File: src/rtl/bda_pkg.sv
// Package for the button debounce and auto-repeat core.
// Holds the beat types, configuration register codes and reset values.
// No dependencies.
package bda_pkg;

    localparam int unsigned TIME_W = 32;
    localparam int unsigned DELAY_W = 16;
    localparam int unsigned CFG_IDX_W = 2;

    // Configuration register indexes.
    localparam logic [CFG_IDX_W-1:0] CFG_DEBOUNCE_DELAY = 2'd0;
    localparam logic [CFG_IDX_W-1:0] CFG_HOLD_DELAY     = 2'd1;
    localparam logic [CFG_IDX_W-1:0] CFG_REPEAT_PERIOD  = 2'd2;

    // Reset values of the configuration registers.
    localparam logic [DELAY_W-1:0] DEBOUNCE_DELAY_RST = 16'd50;
    localparam logic [DELAY_W-1:0] HOLD_DELAY_RST     = 16'd500;
    localparam logic [DELAY_W-1:0] REPEAT_PERIOD_RST  = 16'd100;

    typedef struct packed {
        logic              raw_level;
        logic [TIME_W-1:0] now_ms;
    } bda_in_t;

    typedef struct packed {
        logic press_event;
        logic stable_level;
    } bda_out_t;

    typedef struct packed {
        logic [DELAY_W-1:0] debounce_delay;
        logic [DELAY_W-1:0] hold_delay;
        logic [DELAY_W-1:0] repeat_period;
    } bda_cfg_t;

endpackage

File: src/rtl/button_debounce_autorepeat_core.sv
// Button debounce with auto-repeat: top level with input and result registers.
// Path: a sample is captured in the input register, goes through the state update in bda_step
// and is loaded into the result register, from which its result beat is offered.
// Throughput: one sample per cycle while the receiver does not stall the result register.
// Reset (rst_n, asynchronous, active low): released and armed, delays 50/500/100 ms.
// Depends on bda_pkg, bda_cfg_regs and bda_step.
module button_debounce_autorepeat_core
    import bda_pkg::*;
(
    input  logic                 clk,
    input  logic                 rst_n,
    input  logic                 in_valid,
    output logic                 in_stall,
    input  bda_in_t              in_beat,
    output logic                 out_valid,
    input  logic                 out_stall,
    output bda_out_t             out_beat,
    input  logic                 cfg_valid,
    output logic                 cfg_ready,
    input  logic [CFG_IDX_W-1:0] cfg_index,
    input  logic [DELAY_W-1:0]   cfg_data
);

    // The input register holds one accepted sample. It moves on to the state
    // update and the result register whenever the result register is empty or
    // its beat is being taken in the same cycle, so a new sample can enter in
    // every cycle while the output side keeps up.
    bda_in_t  in_item_reg;
    logic     in_valid_reg,  in_valid_next;
    bda_out_t out_beat_reg;
    logic     out_valid_reg, out_valid_next;

    logic     out_blocked;
    logic     advance;
    logic     in_take;
    bda_cfg_t cfg;
    bda_out_t result;

    // The configuration port never pushes back.
    assign cfg_ready = 1'b1;

    bda_cfg_regs u_cfg_regs (
        .clk       (clk),
        .rst_n     (rst_n),
        .cfg_valid (cfg_valid),
        .cfg_index (cfg_index),
        .cfg_data  (cfg_data),
        .cfg       (cfg)
    );

    // The result register is blocked only while it holds a beat that the
    // receiver stalls. The held sample then waits, and so does the next one.
    assign out_blocked = out_valid_reg && out_stall;
    assign advance     = in_valid_reg && !out_blocked;
    assign in_stall    = in_valid_reg && out_blocked;
    assign in_take     = in_valid && !in_stall;

    // The state update happens exactly once per sample, when it advances.
    bda_step u_step (
        .clk     (clk),
        .rst_n   (rst_n),
        .advance (advance),
        .in_item (in_item_reg),
        .cfg     (cfg),
        .result  (result)
    );

    always_comb
    begin
        in_valid_next = in_take ? 1'b1 : (in_valid_reg && !advance);
        if (advance)
        begin
            out_valid_next = 1'b1;
        end
        else
        begin
            out_valid_next = out_blocked;
        end
    end

    always_ff @(posedge clk or negedge rst_n)
    begin
        if (!rst_n)
        begin
            in_valid_reg  <= 1'b0;
            out_valid_reg <= 1'b0;
        end
        else
        begin
            in_valid_reg  <= in_valid_next;
            out_valid_reg <= out_valid_next;
        end
    end

    // Payload registers carry no reset.
    always_ff @(posedge clk)
    begin
        if (in_take)
        begin
            in_item_reg <= in_beat;
        end
        if (advance)
        begin
            out_beat_reg <= result;
        end
    end

    assign out_valid = out_valid_reg;
    assign out_beat  = out_beat_reg;

endmodule

File: src/rtl/bda_cfg_regs.sv
// Configuration register file of the button debounce core.
// Depends on bda_pkg for register codes, reset values and bda_cfg_t.
module bda_cfg_regs
    import bda_pkg::*;
(
    input  logic                 clk,
    input  logic                 rst_n,
    input  logic                 cfg_valid,
    input  logic [CFG_IDX_W-1:0] cfg_index,
    input  logic [DELAY_W-1:0]   cfg_data,
    output bda_cfg_t             cfg
);

    bda_cfg_t cfg_reg;
    bda_cfg_t cfg_next;

    // Writes to an unknown index are dropped.
    always_comb
    begin
        cfg_next = cfg_reg;
        if (cfg_valid)
        begin
            case (cfg_index)
                CFG_DEBOUNCE_DELAY: cfg_next.debounce_delay = cfg_data;
                CFG_HOLD_DELAY:     cfg_next.hold_delay     = cfg_data;
                CFG_REPEAT_PERIOD:  cfg_next.repeat_period  = cfg_data;
                default:            cfg_next = cfg_reg;
            endcase
        end
    end

    always_ff @(posedge clk or negedge rst_n)
    begin
        if (!rst_n)
        begin
            cfg_reg.debounce_delay <= DEBOUNCE_DELAY_RST;
            cfg_reg.hold_delay     <= HOLD_DELAY_RST;
            cfg_reg.repeat_period  <= REPEAT_PERIOD_RST;
        end
        else
        begin
            cfg_reg <= cfg_next;
        end
    end

    assign cfg = cfg_reg;

endmodule

File: src/rtl/bda_step.sv
// Debounce and auto-repeat state with its per-sample update logic.
// Depends on bda_pkg for the beat and configuration types.
module bda_step
    import bda_pkg::*;
(
    input  logic     clk,
    input  logic     rst_n,
    input  logic     advance,
    input  bda_in_t  in_item,
    input  bda_cfg_t cfg,
    output bda_out_t result
);

    logic              last_raw_reg,    last_raw_next;
    logic [TIME_W-1:0] change_time_reg, change_time_next;
    logic              debounced_reg,   debounced_next;
    logic              armed_reg,       armed_next;
    logic [TIME_W-1:0] press_time_reg,  press_time_next;

    logic [TIME_W-1:0] since_change;
    logic [TIME_W-1:0] since_press;
    logic              fire;

    always_comb
    begin
        last_raw_next    = in_item.raw_level;
        change_time_next = (in_item.raw_level != last_raw_reg) ? in_item.now_ms
                                                               : change_time_reg;
        since_change     = in_item.now_ms - change_time_next;
        since_press      = in_item.now_ms - press_time_reg;

        debounced_next = debounced_reg;
        if (since_change > TIME_W'(cfg.debounce_delay))
        begin
            debounced_next = in_item.raw_level;
        end

        armed_next      = armed_reg;
        press_time_next = press_time_reg;
        fire            = 1'b0;
        if (!debounced_next)
        begin
            if (armed_reg)
            begin
                armed_next      = 1'b0;
                press_time_next = in_item.now_ms;
                fire            = 1'b1;
            end
            else if (since_press > TIME_W'(cfg.hold_delay))
            begin
                press_time_next = press_time_reg + TIME_W'(cfg.repeat_period);
                fire            = 1'b1;
            end
        end
        else
        begin
            armed_next = 1'b1;
        end

        result.press_event  = fire;
        result.stable_level = debounced_next;
    end

    always_ff @(posedge clk or negedge rst_n)
    begin
        if (!rst_n)
        begin
            last_raw_reg    <= 1'b1;
            change_time_reg <= '0;
            debounced_reg   <= 1'b1;
            armed_reg       <= 1'b1;
            press_time_reg  <= '0;
        end
        else if (advance)
        begin
            last_raw_reg    <= last_raw_next;
            change_time_reg <= change_time_next;
            debounced_reg   <= debounced_next;
            armed_reg       <= armed_next;
            press_time_reg  <= press_time_next;
        end
    end

endmodule

File: config.mk
export PLATFORM = sky130hd
export DESIGN_NAME = button_debounce_autorepeat_core
export DESIGN_NICKNAME = d
export VERILOG_FILES = /design/src/rtl/bda_pkg.sv /design/src/rtl/button_debounce_autorepeat_core.sv /design/src/rtl/bda_cfg_regs.sv /design/src/rtl/bda_step.sv
export SDC_FILE = /design/constraint.sdc
export NUM_CORES = 1
export LEC_CHECK = 0
export BUFFER_PORTS_ARGS = -buffer_cell sky130_fd_sc_hd__clkbuf_2
export CAP_MARGIN = 20
export CORE_UTILIZATION = 45
export DETAILED_ROUTE_END_ITERATION = 7
export PLACE_DENSITY_LB_ADDON = 0.1
export SLEW_MARGIN = 20
export SYNTH_ARGS = -nofsm -noshare
export SYNTH_HDL_FRONTEND = slang
export SYNTH_SLANG_ARGS = --single-unit
export TNS_END_PERCENT = 5
File: constraint.sdc
create_clock -name clk -period 16.3 [get_ports clk]
set_clock_uncertainty 0.05 [all_clocks]
set_input_delay 2.445 -clock clk [delete_from_list [all_inputs] [get_ports clk]]
set_output_delay 2.445 -clock clk [all_outputs]
set_load 0.02 [all_outputs]
==> results.md, run 1 <==
- Post-Syn Instances: 1,454
- Cts hold-fix bufs: 0
- Max Slew Vio Count: 0
- Outcome: complete, no violations
- Minimum clock period: 6.600 ns
- N_diodes: 0
- Yosys Warn Count: 0
- DRT Pass-1 Iters: 7
- Core area: 27,930 um^2
- Clock Latency Late Sink: 0.44 ns
- Crit. Startpoint: u_step.last_raw_reg
- Worst Hold Class: reg2reg
- Count leader, synth: nand2_1
- Cell-by-cell trace of the critical path: xnor2_2 -> buf_4 -> o21ai_0 -> ha_1 -> inv_1 -> ha_1 -> nor2_1 -> a31oi_1 -> and2_4 -> a31oi_1 -> nor2_1 -> a221oi_1 -> ha_1 -> a2111oi_0 -> o221ai_1 -> a211oi_1 -> o22ai_1 -> nor4b_1 -> nand2_1 -> and4bb_2 -> and3_1 -> o21a_4 -> mux2_4
- Total congestion overflow: 0
- H-tree depth: 4
- DRC violation total after the first TritonRoute iteration: 944
- Clk slew on worst S/H paths: 0.07 ns
- Total Routing Usage GR: 0.2682
- CP arrival: 6.87 ns
- Leak Pwr: 5.999 nW
- Clock power frac: 0.164
- Post-synth top cells: 122 x nand2_1, 109 x a21oi_1, 103 x inv_1, 102 x dfrtp_1, 100 x ha_1
- Setup CP Type: reg2reg
- Sw power: 1.177 mW
- Root Buffer: clkbuf_16
- Syn Std Cell Area: 12,870 um^2
- Per-cell routed wire length: 20.39 um
- Die span in y: 171.1 um
- Io pins: 61
- Initial antenna violation count: 0
- Share of Yosys cell area claimed by the top area cell type: 0.1983
- Synth Area per Inst: 8.854 um^2
- Vias in the first global route: 10,880
- Seq pwr share: 0.225
- Num CTS Buffers: 17
- Combinational power share: 0.610
- Pre-CTS setup slack: 9.745 ns
- Most frequent CP cell: ha_1
- CTS max path bufs: 2
- Total Wirelength: 38.22 mm
- Max FFs per register: 48
- Cell Int Power: 1.343 mW
- Maximum clock rate: 151.5 MHz
- Largest net degree at the start of global routing: 70
- CP Capture Type: register
- Unique masters post-synth: 106
- Initial Util: 0.4609
- Final HPWL from detailed placement: 29.42 mm
- Synth async-reset ratio: 0.7682
- CTS resizes: 0
- Nets@finish: 1,641
- Critical Path RT: 16.57 ns
- Switching portion of total power: 0.4671
- Worst r2r src: u_step.last_raw_reg
- Share of cells above drive strength 1: 0.1531
- Ys flop type: dfrtp_1
- Post-CTS Setup Inserts: 0
- Syn nets: 1,612
- CTS tree: yes
- Worst hold path startpoint: in_valid_reg
- Register bit count reported by yosys: 151
- Drt drc: 0
- Max cap viols: 0
- Setup ws final: 9.700 ns
- Row Count: 61
- Cell at the slowest stage of the critical path: dfstp_2
- First-pass GRT wire length: 60.12 mm
- Slew at the pin closest to its max-slew limit: 0.9524 ns
- Crit path launch type: register
- PD cells: 179.2 nW/um^2
- Vias: 11,340
- Maximum vdd drop: 0.08626 mV
- Area after DPL: 13,470 um^2
- Tcrit/Tclk final: 0.4049
- Final Cell Area: 14,060 um^2
- Die area: 29,290 um^2
- Worst Path Max Fanout: 38
- Fin. Hold Viols: 0
- EDFF count, synth: 35
- Die W: 171.1 um
- Detail Route Antenna Nets: 0
- Post-synth top area cell: dfrtp_1
- CP max stage delay: 0.62 ns
- Area delta synth->final: 9.243%
- Final TNS setup: 0 ns
- Port Buffers: 59
- Via density: 6.049
- Final setup violation count: 0
- Routability cong.: 0.9402
- Sequential fraction of the synthesis area: 0.3085
- CTS Sinks: 151
- Synth top area cells: dfrtp_1 20%, ha_1 9.7%, edfxtp_1 8.2%, mux2_2 5.3%, a21oi_1 4.2%
- Slew headroom: 0.3651
- RSZ-0062 raised after global routing: no
==> worst paths after layout <==
check / slack, ns / cells after the start / endpoint
min: 0.44 / 1 / out_valid
max reg2reg: 9.70 / 23 / u_step.press_time_reg[12]
max: 9.70 / 23 / u_step.press_time_reg[12]
min reg2reg: 0.44 / 1 / out_valid
min in group asynchronous: 2.10 / 1 / u_step.change_time_reg[5]
max in group asynchronous: 12.86 / 2 / u_step.press_time_reg[17]
==> per-stage QoR <==
step                utilization  hold slack [ns]  power, mW  instances
finish                   0.5034           0.4447      2.520       1874
global route             0.5034           0.4615      2.727       1874
CTS                      0.5034           0.4482      2.511       1874
detailed placement       0.4822           0.4328      2.083       1842
global placement         0.4822           0.4176      2.072       1842
floorplan                     -           0.3997      1.725       1454
==> routing by layer <==
metal | track usage | part of all wire | up-vias | wire length [um]
li1 | - | - | 5482 | -
met1 | 0.3694 | 0.48 | 5482 | 18160
met2 | 0.4279 | 0.45 | 322 | 17270
met3 | 0.04557 | 0.050 | 49 | 1905
met4 | 0.08113 | 0.023 | 0 | 887
met5 | 0 | 0 | - | 0
==> worst max-delay path: cells and delay by family (launching register included) <==
kind / cells / cell delay [ns]
muxes: 1 / 0.35
AOI/OAI and AO/OA: 9 / 2.30
DFF: 1 / 0.62
xor gates and xnor gates: 1 / 0.13
adders and majority gates: 3 / 0.77
buffers and inverters: 2 / 0.56
and+or+nand+nor: 7 / 1.65
==> final cells by class <==
type / instances / area, um^2
clock buffer: 17 / 425.4
clock inverter: 15 / 167.7
fill: 2703 / 13870
inverter: 104 / 390.4
multi-input combinational: 1142 / 8278
sequential: 151 / 3971
tap: 378 / 473.0
timing repair buffer: 67 / 357.8
==> placed cells by master, fill, tap and decap left out, types with 13 or more instances in the layout <==
cell type  Yosys  final
a211oi_1      30     30
a21o_1        23     23
a21oi_1      109    109
and3_1        14     14
clkbuf_16      0     17
clkbuf_2       1     58
dfrtp_1      102    102
dfstp_2       14     14
edfxtp_1      35     35
ha_1         100    100
inv_1        103    103
mux2_2        61     61
mux2i_1       31     31
nand2_1      122    122
nand2b_1      25     25
nand3_1       29     29
nand4_1       22     22
nor2_1        96     96
nor2b_1       13     13
nor3_1        32     32
nor4_1        13     13
o211ai_1      18     18
o21a_1        22     22
o21ai_0       94     94
xnor2_1       33     32
xor2_1        24     24
==> cells by family after synthesis <==
family          Yosys count  synth area share
compound gates          445            0.2403
simple gates            430            0.1688
buf+inv                 161           0.05044
flops                   151            0.3085
fa+ha+maj               109            0.1060
mux                      99           0.08563
xor+xnor                 58           0.04004
other cells               1         0.0002913
==> power by group through the flow <==
stage | combinational (mW) | sequential, mW | clock (mW)
after floorplan | 1.18 | 0.546 | 0
after global placement | 1.50 | 0.570 | 0
after detailed placement | 1.51 | 0.573 | 0
after CTS | 1.52 | 0.567 | 0.423
after global routing | 1.71 | 0.579 | 0.437
final | 1.54 | 0.568 | 0.414
(Power assumes the default switching activity.)
==> run 2: changes to the inputs <==
==> constraint.sdc (replaced) <==
create_clock -name clk -period 5.38 [get_ports clk]
set_clock_uncertainty 0.05 [all_clocks]
set_input_delay 0.807 -clock clk [delete_from_list [all_inputs] [get_ports clk]]
set_output_delay 0.807 -clock clk [all_outputs]
set_load 0.02 [all_outputs]
==> results.md, run 2 (synthesis results as in run 1) <==
- Multi-input gate area: 8489 um^2 (was 8278 um^2)
- Root Buffer: clkbuf_16 (unchanged)
- Fin. Hold Viols: 0 (unchanged)
- Num CTS Buffers: 17 (unchanged)
- CP Capture Type: register (unchanged)
- Slew at the pin closest to its max-slew limit: 0.9827 ns (was 0.9524 ns)
- N_diodes: 0 (unchanged)
- CTS tree: yes (unchanged)
- Port Buffers: 59 (unchanged)
- Total Wirelength: 38.76 mm (was 38.22 mm)
- Crit path launch type: register (unchanged)
- Outcome: complete, no violations (unchanged)
- Most frequent cells in the layout: 122 x nand2_1, 107 x a21oi_1, 102 x inv_1, 102 x dfrtp_1, 98 x ha_1 (was 122 x nand2_1, 109 x a21oi_1, 103 x inv_1, 102 x dfrtp_1, 100 x ha_1)
- Clk slew on worst S/H paths: 0.07 ns (about the same)
- Initial antenna violation count: 0 (unchanged)
- Vias: 11,750 (was 11,340)
- Clock Latency Late Sink: 0.45 ns (was 0.44 ns)
- Initial Util: 0.4609 (unchanged)
- Worst Path Max Fanout: 7 (was 38)
- Largest net degree at the start of global routing: 74 (was 70)
- CP max stage delay: 0.59 ns (was 0.62 ns)
- PD cells: 536.8 nW/um^2 (was 179.2 nW/um^2)
- Fin cells: 1,963 (was 1,874)
- Vias in the first global route: 11,030 (was 10,880)
- Worst Hold Class: in2async (was reg2reg)
- R2R setup slack: 0.21 ns (was 9.70 ns)
- CTS Sinks: 151 (unchanged)
- Commonest non-fill, non-tap cell in the layout: nand2_1 (unchanged)
- Row Count: 61 (unchanged)
- Placed Instances: 1,921 (was 1,842)
- Final HPWL from detailed placement: 30.28 mm (was 29.42 mm)
- Leak Pwr: 6.471 nW (was 5.999 nW)
- Detail Route Antenna Nets: 0 (unchanged)
- Routability cong.: 0.9412 (was 0.9402)
- FF+latch area: 3971 um^2 (unchanged)
- Total Routing Usage GR: 0.2707 (was 0.2682)
- Max FFs per register: 48 (unchanged)
- Maximum clock rate: 193.3 MHz (was 151.5 MHz)
- Total congestion overflow: 0 (unchanged)
- Slew headroom: 0.3449 (was 0.3651)
- First-pass GRT wire length: 60.64 mm (was 60.12 mm)
- Via density: 5.984 (was 6.049)
- H-tree depth: 4 (unchanged)
- Setup CP Type: reg2reg (unchanged)
- Final setup violation count: 0 (unchanged)
- Cell-by-cell trace of the critical path: buf_4 -> xor2_4 -> buf_4 -> mux2i_1 -> ha_1 -> or3_1 -> a31o_2 -> nand2_1 -> nand2_1 -> xor2_1 -> ha_1 -> nand4_1 -> nor3_2 -> a211oi_2 -> o22ai_1 -> nor4b_2 -> nand2_1 -> and4bb_2 -> and3_2 -> buf_4 -> nor2_2 -> a221o_1 (was xnor2_2 -> buf_4 -> o21ai_0 -> ha_1 -> inv_1 -> ha_1 -> nor2_1 -> a31oi_1 -> and2_4 -> a31oi_1 -> nor2_1 -> a221oi_1 -> ha_1 -> a2111oi_0 -> o221ai_1 -> a211oi_1 -> o22ai_1 -> nor4b_1 -> nand2_1 -> and4bb_2 -> and3_1 -> o21a_4 -> mux2_4)
- Minimum clock period: 5.175 ns (was 6.600 ns)
- Per-cell routed wire length: 19.74 um (was 20.39 um)
- Die W: 171.1 um (unchanged)
- Io pins: 61 (unchanged)
- DRT Pass-1 Iters: 6 (was 7)
- Pre-CTS setup slack: -0.2059 ns (was 9.745 ns)
- Share of cells above drive strength 1: 0.2158 (was 0.1531)
- CTS max path bufs: 2 (unchanged)
- Max Slew Vio Count: 0 (unchanged)
- # fillers: 2,665 (was 2,703)
- Drt drc: 0 (unchanged)
- Core area: 27,930 um^2 (unchanged)
- Critical Path RT: 5.66 ns (was 16.57 ns)
- Total power: 8.012 mW (was 2.520 mW)
- DRC violation total after the first TritonRoute iteration: 1,132 (was 944)
- Finished Core Util: 0.5343 (was 0.5034)
- Die area: 29,290 um^2 (unchanged)
- Nets@finish: 1,730 (was 1,641)
- Maximum vdd drop: 0.2711 mV (was 0.08626 mV)
- Area delta synth->final: 15.93% (was 9.243%)
- Cell at the slowest stage of the critical path: dfstp_2 (unchanged)
- Max cap viols: 0 (unchanged)
- CP arrival: 5.45 ns (was 6.87 ns)
- Tcrit/Tclk final: 0.9618 (was 0.4049)
- Die span in y: 171.1 um (unchanged)
- Setup ws final: 0.2054 ns (was 9.700 ns)
run 2: repair_timing:
| action | 4_1_cts | 5_1_grt |
|---|---|---|
| endpoints found under the setup margin | 31 | 34 |
| hold buffers | 0 | 0 |
| gates cloned | 1 | 1 |
| gates resized for setup | 4 | 28 |
| pin swaps | 0 | 18 |
| setup buffers | 0 | 7 |
run 2: final cells by class:
cell class | count | area share
clock buffers | 17 | 0.02850
clock inverters | 15 | 0.009390
inverters | 104 | 0.02616
multi-input cells | 1144 | 0.5688
flip-flops and latches | 151 | 0.2661
well taps | 378 | 0.03169
repair buffers | 154 | 0.06933
run 2: stage by stage:
| step | instance area (um^2) | TNS [ns] | hold slack [ns] |
|---|---|---|---|
| floorplan | 12980 | 0 | 0.3997 |
| global placement | 14120 | -0.1808 | 0.4173 |
| detailed placement | 14120 | -3.361 | 0.4259 |
| CTS | 14700 | -0.003700 | 0.4421 |
| global route | 14920 | -0.08325 | 0.2285 |
| finish | 14920 | 0 | 0.2199 |
run 2: final timing paths:
path	start	cells after the start	endpoint
min in group clk	u_step.change_time_reg[0]	2	u_step.change_time_reg[0]
hold / removal	rst_n	1	u_step.change_time_reg[4]
setup / recovery	u_step.last_raw_reg	22	u_step.press_time_reg[20]
max in group asynchronous	rst_n	3	u_step.change_time_reg[26]
hold reg to reg	u_step.change_time_reg[0]	2	u_step.change_time_reg[0]
setup reg to reg	u_step.last_raw_reg	22	u_step.press_time_reg[20]
run 2: report_power, final:
group / total [mW] / switching [mW] / internal (mW)
logic: 5.09 / 2.88 / 2.21
clock network: 1.20 / 0.551 / 0.648
registers: 1.72 / 0.245 / 1.48
run 2: per-layer routing:
layer / share of wire / wire (um) / track usage
met1: 0.49 / 19060 / 0.3899
met2: 0.44 / 17000 / 0.4166
met3: 0.050 / 1937 / 0.04256
met4: 0.020 / 762 / 0.07531
met5: 0 / 0 / 0
run 2: critical path: cells and delay by family (launching register included):
kind	cells	cell delay, ns
mux	1	0.07
xor+xnor	2	0.52
buf+inv	3	0.52
fa+ha+maj	2	0.50
compound gates	4	0.97
flops	1	0.59
simple gates	10	1.84
==> run 3: changes to the inputs <==
--- a/config.mk
+++ b/config.mk
@@ -7,7 +7,9 @@
 export LEC_CHECK = 0
 export BUFFER_PORTS_ARGS = -buffer_cell sky130_fd_sc_hd__clkbuf_2
 export CAP_MARGIN = 20
+export CORE_MARGIN = 2
 export CORE_UTILIZATION = 45
+export CTS_BUF_LIST = sky130_fd_sc_hd__clkbuf_4
 export DETAILED_ROUTE_END_ITERATION = 7
 export PLACE_DENSITY_LB_ADDON = 0.1
 export SLEW_MARGIN = 20
==> results.md, run 3 (synthesis results as in run 1) <==
- Maximum clock rate: 191.5 MHz (was 193.3 MHz)
- Critical Path RT: 5.86 ns (was 5.66 ns)
- Num CTS Buffers: 17 (unchanged)
- Routability cong.: 0.9033 (was 0.9412)
- Slew at the pin closest to its max-slew limit: 1.010 ns (was 0.9827 ns)
- Drt drc: 0 (unchanged)
- Clock Latency Late Sink: 0.63 ns (was 0.45 ns)
- Minimum clock period: 5.221 ns (was 5.175 ns)
- CTS max path bufs: 2 (unchanged)
- Crit path launch type: register (unchanged)
- Max Slew Vio Count: 0 (unchanged)
- Die span in y: 173.1 um (was 171.1 um)
- # fillers: 2,660 (was 2,665)
- Per-cell routed wire length: 19.44 um (was 19.74 um)
- Final setup violation count: 0 (unchanged)
- Detail Route Antenna Nets: 0 (unchanged)
- Total Wirelength: 38.92 mm (was 38.76 mm)
- Combinational power share: 0.685 (was 0.636)
- Clock power frac: 0.095 (was 0.150)
- Nets@finish: 1,768 (was 1,730)
- DRT Pass-1 Iters: 6 (unchanged)
- Die area: 29,980 um^2 (was 29,290 um^2)
- Seq pwr share: 0.220 (was 0.215)
- Die W: 173.1 um (was 171.1 um)
- CTS tree: yes (unchanged)
- Cell Int Power: 4.084 mW (was 4.335 mW)
- Via density: 5.889 (was 5.984)
- Root Buffer: clkbuf_4 (was clkbuf_16)
- Vias in the first global route: 11,260 (was 11,030)
- Tcrit/Tclk final: 0.9704 (was 0.9618)
- Share of cells above drive strength 1: 0.2409 (was 0.2158)
- Worst Hold Slack: 0.2731 ns (was 0.2199 ns)
- Clk slew on worst S/H paths: 0.16 ns (was 0.07 ns)
- Worst Path Max Fanout: 7 (unchanged)
- First-pass GRT wire length: 61.29 mm (was 60.64 mm)
- Finished Core Util: 0.5353 (was 0.5343)
- Sw power: 3.686 mW (was 3.677 mW)
- Core area: 28,010 um^2 (was 27,930 um^2)
- Largest net degree at the start of global routing: 60 (was 74)
- Initial antenna violation count: 1 (was 0)
- Maximum vdd drop: 0.2523 mV (was 0.2711 mV)
- Initial Util: 0.4596 (was 0.4609)
- Fin cells: 2,002 (was 1,963)
- R2R setup slack: 0.16 ns (was 0.21 ns)
- Switching portion of total power: 0.4744 (was 0.4589)
- Setup CP Type: reg2reg (unchanged)
- Outcome: complete, no violations (unchanged)
- Slew headroom: 0.3245 (was 0.3449)
- CP Capture Type: register (unchanged)
- DRC violation total after the first TritonRoute iteration: 1,085 (was 1,132)
- H-tree depth: 4 (unchanged)
- Crit. Startpoint: in_item_reg[4] (was u_step.last_raw_reg)
- Worst Hold Class: in2async (unchanged)
- Row Count: 61 (unchanged)
- Max FFs per register: 48 (unchanged)
- Worst r2r src: in_item_reg[4] (was u_step.last_raw_reg)
- Total congestion overflow: 0 (unchanged)
- Max cap viols: 0 (unchanged)
- Total Routing Usage GR: 0.2580 (was 0.2707)
- Most frequent cells in the layout: 128 x buf_4, 122 x nand2_1, 107 x a21oi_1, 102 x dfrtp_1, 101 x inv_1 (was 122 x nand2_1, 107 x a21oi_1, 102 x inv_1, 102 x dfrtp_1, 98 x ha_1)
- CP arrival: 5.70 ns (was 5.45 ns)
- Area delta synth->final: 16.47% (was 15.93%)
- Commonest non-fill, non-tap cell in the layout: buf_4 (was nand2_1)
- Placed Instances: 1,942 (was 1,921)
- PD cells: 518.2 nW/um^2 (was 536.8 nW/um^2)
- Leak Pwr: 6.518 nW (was 6.471 nW)
- Vias: 11,790 (was 11,750)
- Fin. Hold Viols: 0 (unchanged)
- Final HPWL from detailed placement: 30.37 mm (was 30.28 mm)
- Port Buffers: 59 (unchanged)
- CTS Sinks: 151 (unchanged)
- Io pins: 61 (unchanged)
run 3: changes by cell type in the layout (fill, tap and decap cells not counted), sizes merged:
cell,change
clkinv,+1
clkinvlp,-1
buf,+40
diode,+1
o21a,-2
run 3: power groups by stage:
stage / sequential [mW] / combinational (mW) / clock (mW)
3_5_place_dp: 1.73 / 4.98 / 0
3_3_place_gp: 1.72 / 4.93 / 0
6_report: 1.71 / 5.32 / 0.734
5_1_grt: 1.75 / 5.88 / 0.807
2_1_floorplan: 1.66 / 3.61 / 0
4_1_cts: 1.70 / 5.01 / 0.760
run 3: layout make-up:
class                      count  area, um^2  share of cell area
tap                          378       473.0             0.03154
timing repair buffer         194        1371             0.09146
multi-input combinational   1142        8521              0.5683
clock inverter                15       137.6            0.009179
clock buffer                  17       127.6            0.008511
inverter                     104       390.4             0.02603
sequential                   151        3971              0.2649
antenna                        1       2.502           0.0001669
run 3: final timing paths:
| kind | to | cells past startpoint |
|---|---|---|
| worst min register to register | out_valid | 1 |
| max in group asynchronous | u_step.press_time_reg[21] | 2 |
| worst min-delay path | u_step.change_time_reg[3] | 2 |
| worst max register to register | u_step.press_time_reg[0] | 23 |
| worst max-delay path | u_step.press_time_reg[0] | 23 |
| min in group clk | in_item_reg[11] | 1 |
run 3: repair_timing:
| item | CTS | global route |
|---|---|---|
| setup endpoints to repair | 29 | 34 |
| resized for setup | 3 | 45 |
| hold buffers | 0 | 0 |
| pin swaps | 0 | 41 |
| buffers inserted | 4 | 24 |
run 3: worst max-delay path, stage by stage (launching register included):
cell and delay [ns]:
edfxtp_1 0.47, ha_4 0.24, a21o_1 0.20, a211o_1 0.27
o21ai_2 0.18, a21boi_2 0.08, o21a_1 0.20, o21a_1 0.20
o21ai_1 0.14, nand2b_1 0.08, buf_4 0.14, xor2_2 0.14
ha_1 0.30, nand4_1 0.10, or4_4 0.52, and2_4 0.16
nor4_2 0.12, and4_1 0.23, nand3_1 0.07, or4_4 0.52
o21a_4 0.17, buf_12 0.14, buf_8 0.13, mux2_4 0.29
run 3: routing by layer:
metal  GRT usage  vias to the layer above  share of wire
li1            -                     5724              -
met1      0.3806                     5720           0.51
met2      0.3925                      296           0.43
met3     0.04310                       50          0.043
met4     0.06215                        0          0.016
met5           0                        -              0
run 3: metrics by stage:
| step | total power, mW | worst slack [ns] | TNS (ns) | instance area [um^2] |
|---|---|---|---|---|
| 6_report | 7.770 | 0.1592 | 0 | 14990 |
| 5_1_grt | 8.443 | -0.04899 | -0.3864 | 14990 |
| 4_1_cts | 7.472 | 0.01967 | 0 | 14610 |
| 3_5_place_dp | 6.702 | -0.1488 | -1.058 | 14300 |
| 3_3_place_gp | 6.641 | -0.1302 | -0.5798 | 14300 |
| 2_1_floorplan | 5.267 | 0.02168 | 0 | 12980 |
